--- config.mk ---
export PLATFORM = sky130hd
export DESIGN_NAME = qss_shift_table
export DESIGN_NICKNAME = d
export VERILOG_FILES = /design/src/hdl/qss_pkg.sv /design/src/hdl/qss_shift_table.sv
export SDC_FILE = /design/constraint.sdc
export NUM_CORES = 1
export LEC_CHECK = 0
export BUFFER_PORTS_ARGS = -buffer_cell sky130_fd_sc_hd__buf_4
export CORE_ASPECT_RATIO = 1.75
export CORE_MARGIN = 4
export CORE_UTILIZATION = 50
export CTS_CLUSTER_DIAMETER = 100
export DETAILED_ROUTE_END_ITERATION = 12
export PLACE_DENSITY = 0.75
export SYNTH_ARGS = -nofsm -noshare
export SYNTH_HDL_FRONTEND = slang
export SYNTH_SLANG_ARGS = --single-unit
--- constraint.sdc ---
create_clock -name clk -period 1.8 [get_ports clk]
set_clock_uncertainty 0.05 [all_clocks]
set_input_delay 0.09 -clock clk [delete_from_list [all_inputs] [get_ports clk]]
set_output_delay 0.09 -clock clk [all_outputs]
set_load 0.05 [all_outputs]
--- src/hdl/qss_pkg.sv ---
package qss_pkg;

  // Capacities
  localparam int PATTERN_MAX   = 64;
  localparam int TEXT_MAX      = 4096;
  localparam int SHIFT_ENTRIES = 32;

  // Derived widths
  localparam int PLEN_W  = $clog2(PATTERN_MAX + 1);
  localparam int TLEN_W  = $clog2(TEXT_MAX + 1);
  localparam int PADDR_W = $clog2(PATTERN_MAX);
  localparam int TADDR_W = $clog2(TEXT_MAX);
  localparam int TIDX_W  = $clog2(SHIFT_ENTRIES);
  localparam int SHIFT_W = $clog2(PATTERN_MAX + 2);
  localparam int SUM_W   = TLEN_W + 1;

  // Command codes
  localparam logic [1:0] CMD_PATTERN = 2'd0;
  localparam logic [1:0] CMD_TEXT    = 2'd1;
  localparam logic [1:0] CMD_SEARCH  = 2'd2;

  // Request and result payloads
  typedef struct packed {
    logic [1:0] command;
    logic [7:0] data_byte;
  } req_t;

  typedef struct packed {
    logic        found;
    logic [11:0] position;
    logic        overflow;
  } rsp_t;

  // Store status seen by the sequencer
  typedef struct packed {
    logic [PLEN_W-1:0] plen;
    logic [TLEN_W-1:0] tlen;
    logic              dropped;
  } store_stat_t;

  // Read addresses into the stores
  typedef struct packed {
    logic [TADDR_W-1:0] text_addr;
    logic [PADDR_W-1:0] pat_addr;
  } rd_addr_t;

  // Shift table write port
  typedef struct packed {
    logic              en;
    logic [TIDX_W-1:0] idx;
    logic [SHIFT_W-1:0] val;
  } tbl_wr_t;

endpackage

--- src/hdl/qss_shift_table.sv ---
module qss_shift_table (
  input  logic                      clk,
  input  qss_pkg::tbl_wr_t          wr,
  input  logic [qss_pkg::TIDX_W-1:0] rd_idx,
  output logic [qss_pkg::SHIFT_W-1:0] rd_val
);
  import qss_pkg::*;

  logic [SHIFT_W-1:0] entry [SHIFT_ENTRIES];

  // One write per cycle from the sequencer
  always_ff @(posedge clk) begin
    if (wr.en) begin
      entry[wr.idx] <= wr.val;
    end
  end

  // Lookup by low bits of the text byte
  assign rd_val = entry[rd_idx];

endmodule

==> flow_summary.yaml <==
synthesis:
  synth.area.top_cells: "edfxtp_1 77%, mux4_2 18%, nor2_1 1.4%"
  yosysWarnings: 0
  yosys_register_bits: 224
  synth_ff_type: "edfxtp_1"
  synth.most_common_cell: "edfxtp_1"
  synth_cell_types: 13
  synthTopCellsByCount: "224 x edfxtp_1, 70 x mux4_2, 33 x nor2_1, 8 x clkbuf_1, 7 x mux2_2"
  synth-edff-count: 224
  avgSynthCellArea_sq_um: 23.9
  syn_area_sq_um: 8690
  async_reset_ff_frac: 0
  synth_nets: 382
  synth_largest_area_cell: "edfxtp_1"
  synth_seq_area_share: 0.774
  synthCells: 363
  yosysTopAreaCellShare: 0.774
clocking:
  tritoncts: "done"
  cts.sinks: 224
  root_buffer: "clkbuf_16"
  cts_made_buffers: 19
  h-tree-depth: 1
  cts.clk_slew.worst_paths_ns: 0.07
  cts_post_setup_buffers_inserted: 0
  clockBufferDepth: 3
routing:
  drt-initial-drc-count: 310
  wirelength_mm: 17.4
  routed-via-count: 3922
  via_per_inst: 5.83
  dr.pass1.iters: 4
  drc: 0
  postRouteAntennaNets: 0
  wl_per_cell_microns: 25.8
cells_and_area:
  largest_registers: "entry x224"
  drive_gt1_frac: 0.383
  syn_to_final_growth_pct: 15.9
  antenna_cells: 0
  utilization: 0.592
  fill_cells: 1227
  layout.nets: 455
  largest-register: "entry"
  final_cells: 673
  largest_reg_flops: 224
floorplanning:
  row_count: 63
  die_area_sq_um: 19600
  fp.coreArea_sq_um: 17000
  initial_core_util: 0.511
  die-height_microns: 182
  fp.dieW_microns: 108
  pin_count: 26
timing:
  finalCriticalPeriod_ns: 2.54
  worst_pin_slew_ns: 0.479
  relSlewSlack: 0.680
  slew_violations: 0
  fin_ws_ns: -0.735
  finalCritPeriodShare: 1.41
  grt_setup_unrepaired: "yes"
  finalSetupTns_ns: -4.60
  hold_viol_final: 0
  clock.fmax_mhz: 394
  setup_viol_count_final: 7
grt:
  grt_max_degree: 33
  antenna_found_initial: 0
  grt_first_pass_wirelength_mm: 26.6
  overflow: 0
  grt_usage: 0.186
  grt_pass1_vias: 4178
power:
  power_mw: 10.3
  p_leak_nw: 3.23
  power.density_nw_per_um2: 1020
  peakVddDrop_uv: 778
setup_path:
  path_max_fanout: 1
  critPathKind: "flop to output port"
  crit_arrival_ns: 2.40
  cp-end-kind: "output port"
  start_kind: "flop"
  cp.required_ns: 1.66
placed_design:
  numPlacedInstances: 638
  place_ws_ns: -0.368
  place_congestion: 0.819
  io_buffers: 25
  dp_hpwl_mm: 11.6
flow_run:
  maxCapViolCount: 0
hold_path:
  whs_path_depth: 1
  hold_start: "wr[1]"
  min_to: "entry[14][1]$_DFFE_PP_"
  hold_path.class: "primary input to flop"
status:
  violations: "setup timing"
  outcome: "finished, violations left"
layout make-up:
| type | instances | area, sq um | area share |
|---|---|---|---|
| clock inverters | 7 | 66.3 | 0.00658 |
| multi-input cells | 122 | 1890 | 0.187 |
| flip-flops and latches | 224 | 6730 | 0.667 |
| repair buffers | 69 | 617 | 0.0612 |
| well taps | 227 | 284 | 0.0282 |
| clock buffers | 24 | 494 | 0.0490 |
stage by stage:
step	hold slack, ns	instance area (sq um)
after CTS	0.00187	10100
after global placement	0.478	9450
after detailed placement	0.491	9450
after floorplan	0.139	8770
after global routing	0.00552	10100
final	0.00236	10100
how the worst max path moves through the flow:
stage | startpoint | to | slack [ns] | depth (start not counted)
3_5_place_dp | rd_idx[0] | rd_val[4] | -0.37 | 6
5_1_grt | entry[0][2]$_DFFE_PP_ | rd_val[2] | -0.75 | 4
4_1_cts | entry[0][2]$_DFFE_PP_ | rd_val[2] | -0.73 | 4
3_3_place_gp | rd_idx[0] | rd_val[4] | -0.38 | 6
6_report | entry[0][2]$_DFFE_PP_ | rd_val[2] | -0.74 | 4
2_1_floorplan | rd_idx[0] | rd_val[0] | -0.007 | 5
cells in the final DEF, fill, tap and decap left out:
cell type,Yosys,final
clkinv_4,0,1
clkbuf_16,0,19
nand3_1,2,2
nor2_1,33,33
clkbuf_1,8,5
edfxtp_1,224,224
nand2_1,1,1
or3_1,1,1
clkinv_2,0,4
nand3b_1,5,5
buf_6,5,7
or3b_2,3,3
mux4_2,70,70
bufinv_16,0,1
buf_12,0,5
clkinvlp_4,0,1
mux2_4,0,7
dlygate4sd3_1,0,4
buf_4,0,53
critical path: stages, from the launching register on:
cell,delay (ns)
edfxtp_1,0.44
mux4_2,0.55
mux4_2,0.49
mux2_4,0.29
buf_6,0.15
layer usage:
| metal | routed length [microns] | share of wire | global-route usage |
|---|---|---|---|
| met1 | 6190 | 0.36 | 0.226 |
| met3 | 703 | 0.040 | 0.0241 |
| met5 | 0 | 0 | 0 |
| met4 | 660 | 0.038 | 0.0758 |
| met2 | 9800 | 0.56 | 0.334 |
cells by family (layout without fill, tap and decap cells):
kind of cell / count (synthesis) / after routing / share of synthesized area
muxes: 77 / 77 / 0.190
and+or+nand+nor: 45 / 45 / 0.0239
buffers and inverters: 17 / 100 / 0.0119
DFF: 224 / 224 / 0.774
repair_timing:
action	4_1_cts	5_1_grt
endpoints found under the hold margin	35	0
endpoints found under the setup margin	7	7
hold buffers	4	0
gates cloned	0	0
gates resized for setup	7	0
where the power goes:
part           switching (mW)  total, mW  internal [mW]
clock network            1.64       3.73           2.09
logic                   0.397      0.722          0.325
registers              0.0145       5.81           5.80
total                    2.05       10.3           8.21
No activity file was read; power rests on OpenSTA's default activity.
