**config.mk**
```make
export PLATFORM = sky130hd
export DESIGN_NAME = qss_seq
export DESIGN_NICKNAME = d
export VERILOG_FILES = /design/src/hdl/qss_pkg.sv /design/src/hdl/qss_seq.sv
export SDC_FILE = /design/constraint.sdc
export NUM_CORES = 1
export LEC_CHECK = 0
export BUFFER_PORTS_ARGS = -buffer_cell sky130_fd_sc_hd__clkbuf_2
export CORE_MARGIN = 10
export CORE_UTILIZATION = 43
export CTS_CLUSTER_DIAMETER = 120
export CTS_CLUSTER_SIZE = 30
export DETAILED_ROUTE_END_ITERATION = 12
export HOLD_SLACK_MARGIN = 0.12
export PLACE_DENSITY = 0.65
export SYNTH_ARGS = -nofsm -noshare
export SYNTH_HDL_FRONTEND = slang
export SYNTH_SLANG_ARGS = --single-unit
```
**constraint.sdc**
```tcl
create_clock -name clk -period 5.89 [get_ports clk]
set_clock_uncertainty 0.1 [all_clocks]
set_input_delay 0.2945 -clock clk [delete_from_list [all_inputs] [get_ports clk]]
set_output_delay 0.2945 -clock clk [all_outputs]
set_load 0.01 [all_outputs]
```
**src/hdl/qss_pkg.sv**
```systemverilog
package qss_pkg;

  // Capacities
  localparam int PATTERN_MAX   = 64;
  localparam int TEXT_MAX      = 4096;
  localparam int SHIFT_ENTRIES = 32;

  // Derived widths
  localparam int PLEN_W  = $clog2(PATTERN_MAX + 1);
  localparam int TLEN_W  = $clog2(TEXT_MAX + 1);
  localparam int PADDR_W = $clog2(PATTERN_MAX);
  localparam int TADDR_W = $clog2(TEXT_MAX);
  localparam int TIDX_W  = $clog2(SHIFT_ENTRIES);
  localparam int SHIFT_W = $clog2(PATTERN_MAX + 2);
  localparam int SUM_W   = TLEN_W + 1;

  // Command codes
  localparam logic [1:0] CMD_PATTERN = 2'd0;
  localparam logic [1:0] CMD_TEXT    = 2'd1;
  localparam logic [1:0] CMD_SEARCH  = 2'd2;

  // Request and result payloads
  typedef struct packed {
    logic [1:0] command;
    logic [7:0] data_byte;
  } req_t;

  typedef struct packed {
    logic        found;
    logic [11:0] position;
    logic        overflow;
  } rsp_t;

  // Store status seen by the sequencer
  typedef struct packed {
    logic [PLEN_W-1:0] plen;
    logic [TLEN_W-1:0] tlen;
    logic              dropped;
  } store_stat_t;

  // Read addresses into the stores
  typedef struct packed {
    logic [TADDR_W-1:0] text_addr;
    logic [PADDR_W-1:0] pat_addr;
  } rd_addr_t;

  // Shift table write port
  typedef struct packed {
    logic              en;
    logic [TIDX_W-1:0] idx;
    logic [SHIFT_W-1:0] val;
  } tbl_wr_t;

endpackage

```
**src/hdl/qss_seq.sv**
```systemverilog
module qss_seq (
  input  logic                 clk,
  input  logic                 rst,
  input  logic                 go,
  input  qss_pkg::store_stat_t stat,
  input  logic [7:0]           text_q,
  input  logic [7:0]           pat_q,
  input  logic [qss_pkg::SHIFT_W-1:0] shift_val,
  output qss_pkg::rd_addr_t    rd,
  output qss_pkg::tbl_wr_t     tbl_wr,
  output logic [qss_pkg::TIDX_W-1:0] shift_idx,
  output logic                 busy,
  output logic                 clear,
  output logic                 done,
  output qss_pkg::rsp_t        rsp
);
  import qss_pkg::*;

  localparam logic [3:0] S_IDLE      = 4'd0;
  localparam logic [3:0] S_FILL      = 4'd1;
  localparam logic [3:0] S_BUILD_RD  = 4'd2;
  localparam logic [3:0] S_BUILD_WR  = 4'd3;
  localparam logic [3:0] S_MATCH_RD  = 4'd4;
  localparam logic [3:0] S_MATCH_CMP = 4'd5;
  localparam logic [3:0] S_SHIFT_RD  = 4'd6;
  localparam logic [3:0] S_SHIFT_ADD = 4'd7;
  localparam logic [3:0] S_SHIFT_CHK = 4'd8;
  localparam logic [3:0] S_DONE      = 4'd9;

  logic [3:0]        state, state_next;
  logic [TLEN_W-1:0] p, p_next;
  logic [PLEN_W-1:0] k, k_next;
  logic              found, found_next;
  logic [11:0]       pos, pos_next;

  logic [PLEN_W-1:0] m;
  logic [TLEN_W-1:0] n;
  logic              k_last;

  // Shared adder
  logic [SUM_W-1:0] alu_a, alu_b, alu_sum;

  assign m       = stat.plen;
  assign n       = stat.tlen;
  assign k_last  = (k == PLEN_W'(m - PLEN_W'(1)));
  assign alu_sum = alu_a + alu_b;

  // Adder operand select per step
  always_comb begin
    alu_a = SUM_W'(p);
    alu_b = SUM_W'(m);
    case (state)
      S_FILL: begin
        alu_a = SUM_W'(m);
        alu_b = SUM_W'(1);
      end
      S_MATCH_RD:  alu_b = SUM_W'(k);
      S_SHIFT_ADD: alu_b = SUM_W'(shift_val);
      default: ;
    endcase
  end

  // Store and table access
  always_comb begin
    rd.text_addr = alu_sum[TADDR_W-1:0];
    rd.pat_addr  = k[PADDR_W-1:0];
    shift_idx    = text_q[TIDX_W-1:0];
    tbl_wr.en    = 1'b0;
    tbl_wr.idx   = k[TIDX_W-1:0];
    tbl_wr.val   = alu_sum[SHIFT_W-1:0];
    case (state)
      S_FILL: tbl_wr.en = 1'b1;
      S_BUILD_WR: begin
        tbl_wr.en  = 1'b1;
        tbl_wr.idx = pat_q[TIDX_W-1:0];
        tbl_wr.val = SHIFT_W'(m - k);
      end
      default: ;
    endcase
  end

  // Sequencer
  always_comb begin
    state_next = state;
    p_next     = p;
    k_next     = k;
    found_next = found;
    pos_next   = pos;
    case (state)
      S_IDLE: begin
        if (go) begin
          found_next = 1'b0;
          pos_next   = '0;
          k_next     = '0;
          p_next     = '0;
          if (m == '0) begin
            found_next = (n == '0);
            state_next = S_DONE;
          end else if (TLEN_W'(m) > n) begin
            state_next = S_DONE;
          end else begin
            state_next = S_FILL;
          end
        end
      end
      S_FILL: begin
        if (k[TIDX_W-1:0] == TIDX_W'(SHIFT_ENTRIES - 1)) begin
          k_next     = '0;
          state_next = S_BUILD_RD;
        end else begin
          k_next = k + PLEN_W'(1);
        end
      end
      S_BUILD_RD: state_next = S_BUILD_WR;
      S_BUILD_WR: begin
        if (k_last) begin
          k_next     = '0;
          state_next = S_MATCH_RD;
        end else begin
          k_next     = k + PLEN_W'(1);
          state_next = S_BUILD_RD;
        end
      end
      S_MATCH_RD: state_next = S_MATCH_CMP;
      S_MATCH_CMP: begin
        if (text_q == pat_q) begin
          if (k_last) begin
            found_next = 1'b1;
            pos_next   = p[11:0];
            state_next = S_DONE;
          end else begin
            k_next     = k + PLEN_W'(1);
            state_next = S_MATCH_RD;
          end
        end else if (alu_sum >= SUM_W'(n)) begin
          state_next = S_DONE;
        end else begin
          state_next = S_SHIFT_RD;
        end
      end
      S_SHIFT_RD:  state_next = S_SHIFT_ADD;
      S_SHIFT_ADD: begin
        p_next     = alu_sum[TLEN_W-1:0];
        state_next = S_SHIFT_CHK;
      end
      S_SHIFT_CHK: begin
        // window past text end ends the search
        if (alu_sum > SUM_W'(n)) begin
          state_next = S_DONE;
        end else begin
          k_next     = '0;
          state_next = S_MATCH_RD;
        end
      end
      S_DONE:  state_next = S_IDLE;
      default: state_next = S_IDLE;
    endcase
  end

  always_ff @(posedge clk) begin
    if (rst) begin
      state <= S_IDLE;
      found <= 1'b0;
      pos   <= '0;
    end else begin
      state <= state_next;
      found <= found_next;
      pos   <= pos_next;
    end
    p <= p_next;
    k <= k_next;
  end

  // Result and clear
  assign busy         = (state != S_IDLE);
  assign done         = (state == S_DONE);
  assign clear        = done;
  assign rsp.found    = found;
  assign rsp.position = pos;
  assign rsp.overflow = stat.dropped;

  a_done_one_cycle: assert property (@(posedge clk) disable iff (rst)
    done |=> !done && !busy)
    else $error("result strobe longer than one cycle");

  a_tbl_write_phase: assert property (@(posedge clk) disable iff (rst)
    tbl_wr.en |-> (state == S_FILL) || (state == S_BUILD_WR))
    else $error("shift table written outside build");

  a_window_in_text: assert property (@(posedge clk) disable iff (rst)
    (state == S_MATCH_RD) |-> (SUM_W'(p) + SUM_W'(m) <= SUM_W'(n)))
    else $error("compare window beyond text end");

  a_found_pos_zero: assert property (@(posedge clk) disable iff (rst)
    (done && !found) |-> (pos == '0))
    else $error("position nonzero on miss");

endmodule

```
==> impl_metrics.tcl <==
set metrics [dict create \
    ioPinCount 100 \
    grt_overflow_total 0 \
    hold_viol 0 \
    power.leakage_uw 0.001967 \
    tightestPinTransition_ps 884.5 \
    area_delta_synth_final_pct 14.00 \
    rsz0062_at_grt "no" \
    grt_pass1_vias 3467 \
    dp_hpwl_um 8925 \
    synth-seq-area-share_pct 25.80 \
    fin_util_pct 50.60 \
    synthFlopType "edfxtp_1" \
    core_area_um2 8217 \
    synth_area_um2 3647 \
    ys_async_sr_fraction_pct 0 \
    vias_per_cell 5.547 \
    synth_top_family_by_area "simple AND/OR/NAND/NOR gates" \
    cap_viol_max_count 0 \
    min_path_type "primary input to flip-flop" \
    postRouteAntennaNets 0 \
    cts_sinks 37 \
    netSwitchingPower_uw 465.6 \
    antenna_found_initial 0 \
    report.final.slew_viol_count 0 \
    grtUsageTotal_pct 16.78 \
    critical_path.endpoint_type "flip-flop" \
    min_delay_path_depth 3 \
    crit_required_ps 5980 \
    seqPwrFrac_pct 30.9 \
    min_period_ps 5455 \
    cp-start-kind "flip-flop" \
    gr-usage-met3_pct 3.248 \
    diodes 0 \
    fin_tns_setup_ps 0 \
    synthSimpleGateAreaFrac_pct 19.66 \
    num_vias 3367 \
    synth_area_per_cell_um2 8.462 \
    synth_xor_xnor_area_share_pct 9.125 \
    placed_area_um2 4038 \
    cts_tree "yes" \
    htree_levels 2 \
    grt_pass1_wl_um 17810 \
    nets 586 \
    grt_max_degree 28 \
    routed_wl_um 10910 \
    root_buffer "clkbuf_8" \
    cp.arrival_ps 5540 \
    layout_commonest_cell "clkbuf_2" \
    synth_edf_count 20 \
    gp_congestion 0.9450 \
    path_max_fanout 15 \
    pwr-share-comb_pct 51.9 \
    num_rows 33 \
    nFillCells 827 \
    port_buffers 97 \
    cts_buffer_depth 2 \
    timing.final.crit_share_pct 92.61 \
    drcViolationCount 0 \
    most-common-layout-cells "clkbuf_2 (97), nand2_1 (42), ha_1 (36)" \
    grt.busiest_layer "met2" \
    critPathKind "flip-flop to flip-flop" \
    numCtsBuffers 5 \
    whs_ps 234.9 \
    internal_power_uw 615.4 \
    synth_seq_cells 37 \
    met2_usage_pct 27.39 \
    clock.fmax_mhz 183.3 \
    setup_viol 0 \
    synth_compound_area_share_pct 15.92 \
    drtIter0Drc 286 \
    max-vdd-ir-drop_uv 126.1 \
    die_area_um2 12570 \
    ff2ff_path_depth 21 \
    max_slew_margin_pct 39.51 \
    power_frac_clock_pct 17.2 \
    final_area_um2 4158 \
    status "complete, no violations" \
    ys_types 57 \
    synth_fa_ha_area_share_pct 13.45 \
    insertion_delay_ps 290 \
    clk_pin_slew_worst_paths_ps 80 \
    synth_warnings 0 \
    synth_fp_nets 516 \
    power_density_nw_per_um2 260.0 \
    die_x_um 112.1 \
    dr.pass1.iters 6 \
    synth_cells 431 \
    post_drt_wl_per_cell_um 17.98 \
    cts_setup_buffers 0 \
    drive_gt1_share_pct 25.70 \
    synthMuxAreaShare_pct 5.729 \
    die_h_um 112.1 \
    grtUsageMet1_pct 22.14 \
    start_util_pct 44.39 \
    p_sw_share_pct 43.07 \
]
synth_stat cells (all sizes together), types with 2 or more instances:
cell type	count	area, µm²
nand2	43	163.9
ha	36	450.4
inv	30	112.6
nor2	30	112.6
buf	29	219.0
nand3	23	115.1
edfxtp	20	600.6
xnor2	19	166.4
xor2	19	166.4
o21ai	18	90.09
dfxtp	17	340.3
mux2i	13	130.1
a21oi	12	60.06
clkbuf	10	37.54
and3	8	50.05
nor3	8	45.04
a21o	7	52.55
mux2	7	78.83
a222oi	6	60.06
and2	6	37.54
nand2b	6	37.54
nor4	6	37.54
o21a	6	45.04
nor2b	5	31.28
o31ai	5	51.30
a211oi	4	30.03
nand4	4	25.02
o211ai	4	30.03
a2111oi	2	17.52
a221oi	2	17.52
a31o	2	17.52
a31oi	2	12.51
clkinv	2	7.510
fa	2	40.04
o21bai	2	15.01
or3	2	17.52
power by group through the flow:
stage	clock (µW)	sequential (µW)	combinational, µW
CTS	190	333	561
global route	201	338	624
detailed placement	0	338	557
global placement	0	338	549
finish	186	334	561
floorplan	0	320	419
area by class of cell:
type                    count  area, µm²  share of cell area (%)
clock inverters             3      25.02                  0.6019
clock buffers               5      68.82                   1.655
inverters                  32      120.1                   2.889
repair buffers            102      525.5                   12.64
multi-input cells         323       2344                   56.36
flip-flops and latches     37      943.4                   22.69
well taps                 105      131.4                   3.160
per-layer routing:
metal	up-vias	share of wire (%)
met5	-	0
met1	1548	44
li1	1671	-
met3	14	7.7
met4	0	1.5
met2	134	47
what timing repair did:
item / CTS / global route
hold endpoints to repair: 1 / 0
gates resized for setup: 0 / 6
endpoints found under the setup margin: 0 / 11
hold buffers: 1 / 0
sequential cells by signal, indices dropped and copies added, names as in the netlist:
register and flops:
p 13, k 7, found 1, pos 12, state 4
per-stage QoR:
| stage | total power [µW] | setup slack [ps] | instances |
|---|---|---|---|
| global route | 1163 | 84.19 | 607 |
| finish | 1081 | 435.2 | 607 |
| floorplan | 738.8 | 1074 | 431 |
| detailed placement | 894.8 | 246.1 | 598 |
| CTS | 1084 | 216.0 | 607 |
| global placement | 886.8 | 542.3 | 598 |
critical path, stage by stage (launching register included):
cell and delay (ps):
dfxtp_2 480, nor2b_1 320, and3_2 390, nor3_1 170
a222oi_1 260, inv_1 130, fa_1 430, a21o_1 200
a21oi_1 260, o21bai_1 130, a31o_2 280, nand2_1 80
xor2_1 200, nor2_1 90, ha_1 180, a211oi_1 300
o211ai_1 140, o211ai_1 140, nand3_1 180, o32ai_1 390
o31ai_1 170, o311a_1 300
logic make-up (layout without fill, tap and decap cells):
group / count (synthesis) / count (layout)
muxes: 20 / 20
xor gates and xnor gates: 38 / 38
DFF: 37 / 37
adders and majority gates: 38 / 38
and+or+nand+nor: 146 / 146
AOI/OAI and AO/OA: 81 / 81
buffers and inverters: 71 / 142
final timing paths:
kind                                from  endpoint  slack [ps]
worst max register to register  state[0]  state[3]         440
worst min register to register    pos[3]    pos[3]         360
worst max-delay path            state[0]  state[3]         440
worst min-delay path                  go     found         230
Power figures use the tool's default switching activity.
